===== config.mk =====
export PLATFORM = sky130hd
export DESIGN_NAME = pem_root
export DESIGN_NICKNAME = d
export VERILOG_FILES = /design/src/rtl/core/pem_pkg.sv /design/src/rtl/core/pem_root.sv
export SDC_FILE = /design/constraint.sdc
export NUM_CORES = 1
export LEC_CHECK = 0
export ABC_AREA = 1
export BUFFER_PORTS_ARGS = -buffer_cell sky130_fd_sc_hd__buf_4
export CAP_MARGIN = 30
export CORE_AREA = 2 2 126 128
export DETAILED_ROUTE_END_ITERATION = 8
export DIE_AREA = 0 0 128 130
export GPL_ROUTABILITY_DRIVEN = 0
export PLACE_DENSITY = 0.8
export SYNTH_ARGS = -nofsm -noshare
export SYNTH_HDL_FRONTEND = slang
export SYNTH_SLANG_ARGS = --single-unit

===== constraint.sdc =====
create_clock -name clock -period 6.4 [get_ports clock]
set_clock_uncertainty 0.05 [all_clocks]
set_input_delay 1.28 -clock clock [delete_from_list [all_inputs] [get_ports clock]]
set_output_delay 1.28 -clock clock [all_outputs]
set_load 0.1 [all_outputs]

===== src/rtl/core/pem_pkg.sv =====
// Shared types and constants for the Prewitt edge magnitude unit.
`timescale 1ns / 1ps

package pem_pkg;

   localparam int PIXEL_W            = 8;
   localparam int ABS_W              = PIXEL_W + 2;      // |Gx|, |Gy| and three-pixel sums
   localparam int SQ_SUM_W           = 2 * ABS_W + 1;    // Gx^2 + Gy^2
   localparam int ROOT_W             = PIXEL_W;
   localparam int ROOT_IN_W          = 2 * ROOT_W;       // sums at or above this width saturate
   localparam int DEFAULT_MAX_WIDTH  = 1024;
   localparam int DEFAULT_MAX_HEIGHT = 1024;
   localparam int MIN_DIM            = 3;
   localparam int DIM_REG_W          = 11;
   localparam int CSR_DATA_W         = 32;
   localparam int CSR_ADDR_W         = 3;

   localparam logic [DIM_REG_W-1:0] FRAME_WIDTH_RESET  = 11'd1024;
   localparam logic [DIM_REG_W-1:0] FRAME_HEIGHT_RESET = 11'd1024;

   localparam logic [ROOT_W-1:0] MAG_SAT    = 8'd255;
   localparam logic [ROOT_W-1:0] MAG_BORDER = 8'd0;

   typedef enum logic {
      CSR_FRAME_WIDTH  = 1'b0,
      CSR_FRAME_HEIGHT = 1'b1
   } csr_index_type;

   typedef enum logic {
      OP_PIXEL = 1'b0,
      OP_DRAIN = 1'b1
   } op_type;

   typedef enum logic [1:0] {
      S_IDLE,
      S_FETCH,
      S_ROOT,
      S_OUT
   } state_type;

   typedef struct packed {
      logic              busy;
      logic              done;
      logic [ROOT_W-1:0] root;
   } root_status_type;

endpackage


===== src/rtl/core/pem_root.sv =====
// Saturating integer square root of Gx^2 + Gy^2, one result bit per cycle.
`timescale 1ns / 1ps

module pem_root (
   input  logic                          clock,
   input  logic                          reset,
   input  logic                          start,
   input  logic [pem_pkg::ABS_W-1:0]     abs_x,
   input  logic [pem_pkg::ABS_W-1:0]     abs_y,
   output pem_pkg::root_status_type      status
);

   localparam logic [3:0] CNT_SQUARE = 4'd0;
   localparam logic [3:0] CNT_LAST   = 4'd8;

   logic [pem_pkg::ABS_W-1:0]     ax_ff, ay_ff;
   logic [pem_pkg::ROOT_IN_W-1:0] sum_ff;
   logic                          sat_ff;
   logic [pem_pkg::ROOT_W-1:0]    root_ff;
   logic [3:0]                    cnt_ff;
   logic                          busy_ff, done_ff;

   logic [pem_pkg::SQ_SUM_W-1:0]  sq_sum;
   logic [2:0]                    bit_idx;
   logic [pem_pkg::ROOT_W-1:0]    trial;
   logic [pem_pkg::ROOT_IN_W-1:0] trial_sq;

   always_comb begin
      sq_sum   = pem_pkg::SQ_SUM_W'(ax_ff) * pem_pkg::SQ_SUM_W'(ax_ff)
               + pem_pkg::SQ_SUM_W'(ay_ff) * pem_pkg::SQ_SUM_W'(ay_ff);
      bit_idx  = 3'(CNT_LAST - cnt_ff);
      trial    = root_ff | (pem_pkg::ROOT_W'(1) << bit_idx);
      trial_sq = pem_pkg::ROOT_IN_W'(trial) * pem_pkg::ROOT_IN_W'(trial);
   end

   always_ff @(posedge clock) begin
      if (reset) begin
         busy_ff <= 1'b0;
         done_ff <= 1'b0;
         cnt_ff  <= CNT_SQUARE;
      end else begin
         done_ff <= 1'b0;
         if (start) begin
            busy_ff <= 1'b1;
            cnt_ff  <= CNT_SQUARE;
         end else if (busy_ff) begin
            cnt_ff <= cnt_ff + 4'd1;
            if (cnt_ff == CNT_LAST) begin
               busy_ff <= 1'b0;
               done_ff <= 1'b1;
            end
         end
      end
   end

   always_ff @(posedge clock) begin
      if (start) begin
         ax_ff   <= abs_x;
         ay_ff   <= abs_y;
         root_ff <= '0;
      end else if (busy_ff) begin
         if (cnt_ff == CNT_SQUARE) begin
            sum_ff <= sq_sum[pem_pkg::ROOT_IN_W-1:0];
            sat_ff <= (sq_sum[pem_pkg::SQ_SUM_W-1:pem_pkg::ROOT_IN_W] != '0);
         end else if (trial_sq <= sum_ff) begin
            root_ff <= trial;
         end
      end
   end

   assign status.busy = busy_ff;
   assign status.done = done_ff;
   assign status.root = sat_ff ? pem_pkg::MAG_SAT : root_ff;

endmodule


==> impl_metrics.csv <==
group,metric,value,unit
placement,dp_hpwl,16.2,mm
logic_synthesis,synthAdderAreaFrac,49.2,%
drt,via_count,7246,
outcome,run_status,"complete, no violations",
logic_synthesis,synth-simple-area-share,13.4,%
logic_synthesis,synth_top_family_by_area,"adder cells",
grt,grt_pass1_wl,33.3,mm
timing,finalSetupViolations,0,
hold_path,min-delay-start,"root_ff[6]$_SDFFE_PP0P_",
timing,setup_slack,0.318,ns
cts,htree_num_levels,2,
logic_synthesis,ys_seq_area_share,14.3,%
logic_synthesis,synth_cell_types,39,
worst_setup_path,cp-endpoint,"root_ff[5]$_SDFFE_PP0P_",
drt,vias_per_cell,5.19,
drt,drc,0,
cts,hold_buffers,0,
logic_synthesis,netlist_area,9730,um2
flow_run,maxCapViolCount,0,
timing,finalSetupTns,0,ns
cts,cts_tree,"done",
timing,min_period_over_period,95.0,%
worst_setup_path,required,6.60,ns
cts,cts_sinks,51,
cells_and_area,diodes,0,
timing,fmax,0.164,GHz
grt,grt_max_degree,25,
timing,tightest_slew,0.536,ns
logic_synthesis,ys_ff_latch,51,
timing,fin_crit,6.08,ns
worst_setup_path,worstSetupPathType,"flip-flop to flip-flop",
drt,drt-initial-drc-count,471,
floorplan,core-area,15400,um2
logic_synthesis,synth_cells,1156,
worst_setup_path,cpMaxStageDelayCell,"fa_1",
logic_synthesis,ys_warn_count,0,
cells_and_area,multi_input_area,7050,um2
cells_and_area,nets,1516,
cts,clockBufferDepth,2,
logic_synthesis,synth_mux_area_share,0,%
floorplan,fp.dieH,130,um
cells_and_area,layout.cells.most_common,"inv_1",
cells_and_area,utilization,69.0,%
logic_synthesis,syn_nets,1468,
worst_setup_path,crit_path_start_kind,"flip-flop",
cts,cts_root_buffer,"clkbuf_16",
worst_setup_path,worstRegToRegCells,29,
floorplan,ioPinCount,33,
cells_and_area,nFillCells,1172,
cells_and_area,synthToLayoutAreaGrowth,9.32,%
cells_and_area,ff_latch_area,1390,um2
logic_synthesis,synth_compound_area_share,5.46,%
cts,clk_pin_slew,0.09,ns
timing,hold_viol,0,
grt,grt_pass1_vias,7460,
cts,clk_latency,0.32,ns
timing,relSlewSlack,64.2,%
worst_setup_path,critPathArrivalTime,6.28,ns
worst_setup_path,critPathCaptureType,"flip-flop",
drt,dr.pass1.iters,7,
cells_and_area,final_cell_mix,"341 x inv_1, 228 x nand2_1, 156 x fa_1",
worst_setup_path,cpPeakStageDelay,0.55,ns
worst_setup_path,path_max_fanout,8,
drt,totalWireLength,19.2,mm
drt,ant_nets,0,
cts,cts_buffers,5,
hold_path,hp-class,"flip-flop to flip-flop",
logic_synthesis,syn_avg_cell_area,8.42,um2
grt,grt_usage,25.3,%
placement,io_buffers,32,
worst_setup_path,cp-startpoint,"cnt_ff[1]$_SDFFE_PP0P_",
worst_setup_path,r2r-start,"cnt_ff[1]$_SDFFE_PP0P_",
floorplan,initial_core_util,63.1,%
grt,antenna_found_initial,0,
worst_setup_path,worst_r2r_endpoint,"root_ff[5]$_SDFFE_PP0P_",
floorplan,rows,46,
floorplan,dieArea,16600,um2
cells_and_area,drive_above_1_share,9.38,%
timing,drv_slew,0,
worst_setup_path,r2r_slack,0.32,ns
grt,grt_overflow,0,
drt,wl_per_cell,13.8,um
placement,place_ws,0.0283,ns
floorplan,die_w,128,um
logic_synthesis,synth-xor-area-share,3.33,%
[through the flow]
stage / hold slack [ns] / std cells / area [um2]
finish: 0.457 / 1397 / 10600
global placement: 0.437 / 1378 / 10300
global route: 0.494 / 1397 / 10600
CTS: 0.444 / 1386 / 10500
floorplan: 0.397 / 1156 / 9730
detailed placement: 0.432 / 1378 / 10300
[registers in the layout (all words and copies together), names as in the netlist]
signal	count
busy_ff	1
ay_ff	10
root_ff	8
done_ff	1
sum_ff	16
ax_ff	10
cnt_ff	4
sat_ff	1
[how the worst min path moves through the flow]
stage	end	slack, ns	cells after the start
floorplan	root_ff[5]$_SDFFE_PP0P_	0.40	2
global placement	root_ff[5]$_SDFFE_PP0P_	0.44	2
detailed placement	root_ff[5]$_SDFFE_PP0P_	0.43	2
CTS	root_ff[5]$_SDFFE_PP0P_	0.44	2
global route	root_ff[6]$_SDFFE_PP0P_	0.49	2
finish	root_ff[6]$_SDFFE_PP0P_	0.46	2
[per-layer routing]
layer  part of all wire, %  track usage, %  up-vias
met1                    42            33.1     3488
met4                   2.2            7.95        0
met2                    49            43.3      196
met5                     0               0        -
li1                      -               -     3525
met3                   6.0            4.51       37
[synthesized netlist by cell type, drive strengths merged]
cell | number | share of area (%)
xor2 | 21 | 1.9
a21oi | 51 | 2.6
a211oi | 2 | 0.15
and2 | 2 | 0.13
edfxtp | 37 | 11
xnor2 | 16 | 1.4
o311a | 1 | 0.10
a21o | 2 | 0.15
clkinv | 1 | 0.039
nand3b | 1 | 0.077
o31ai | 1 | 0.077
o21ai | 28 | 2.1
nor3 | 6 | 0.36
o21bai | 2 | 0.15
nor4 | 3 | 0.19
buf | 3 | 0.21
nor2 | 42 | 1.6
clkbuf | 21 | 0.81
nand2 | 234 | 9.1
dfxtp | 14 | 2.9
ha | 133 | 17
o21a | 1 | 0.077
fa | 156 | 32
nand4 | 4 | 0.26
or2 | 4 | 0.28
a31oi | 1 | 0.064
inv | 344 | 13
nand3 | 24 | 1.2
nor3b | 1 | 0.077
[worst max-delay path, delay by kind of cell (launching register included)]
kind / cells / cell delay (ns)
adder cells (fa/ha/maj): 7 / 2.83
AO/OA/AOI/OAI: 4 / 0.70
flip-flops: 1 / 0.38
buffers and inverters: 5 / 0.39
AND/OR/NAND/NOR: 13 / 1.67
[kinds of logic (layout without fill, tap and decap cells)]
family                   count (synthesis)  count (layout)
AND/OR/NAND/NOR                        321             321
buffers and inverters                  369             418
flip-flops                              51              51
AO/OA/AOI/OAI                           89              89
adder cells (fa/ha/maj)                289             289
XOR/XNOR                                37              37
[layout make-up]
| cell class | count | share of cell area [%] |
|---|---|---|
| clock buffer | 6 | 1.41 |
| sequential | 51 | 13.1 |
| clock inverter | 2 | 0.141 |
| multi-input combinational | 736 | 66.3 |
| inverter | 345 | 12.2 |
| tap | 192 | 2.26 |
| timing repair buffer | 65 | 4.59 |
[repair_timing]
action | CTS | global route
resized for setup | 1 | 23
pin swaps | 0 | 4
setup endpoints to repair | 1 | 10
buffers inserted | 0 | 11
Power is left out: the tool's default activity adds up to more than one toggle a clock period on the data nets, which glitch-free logic cannot reach.
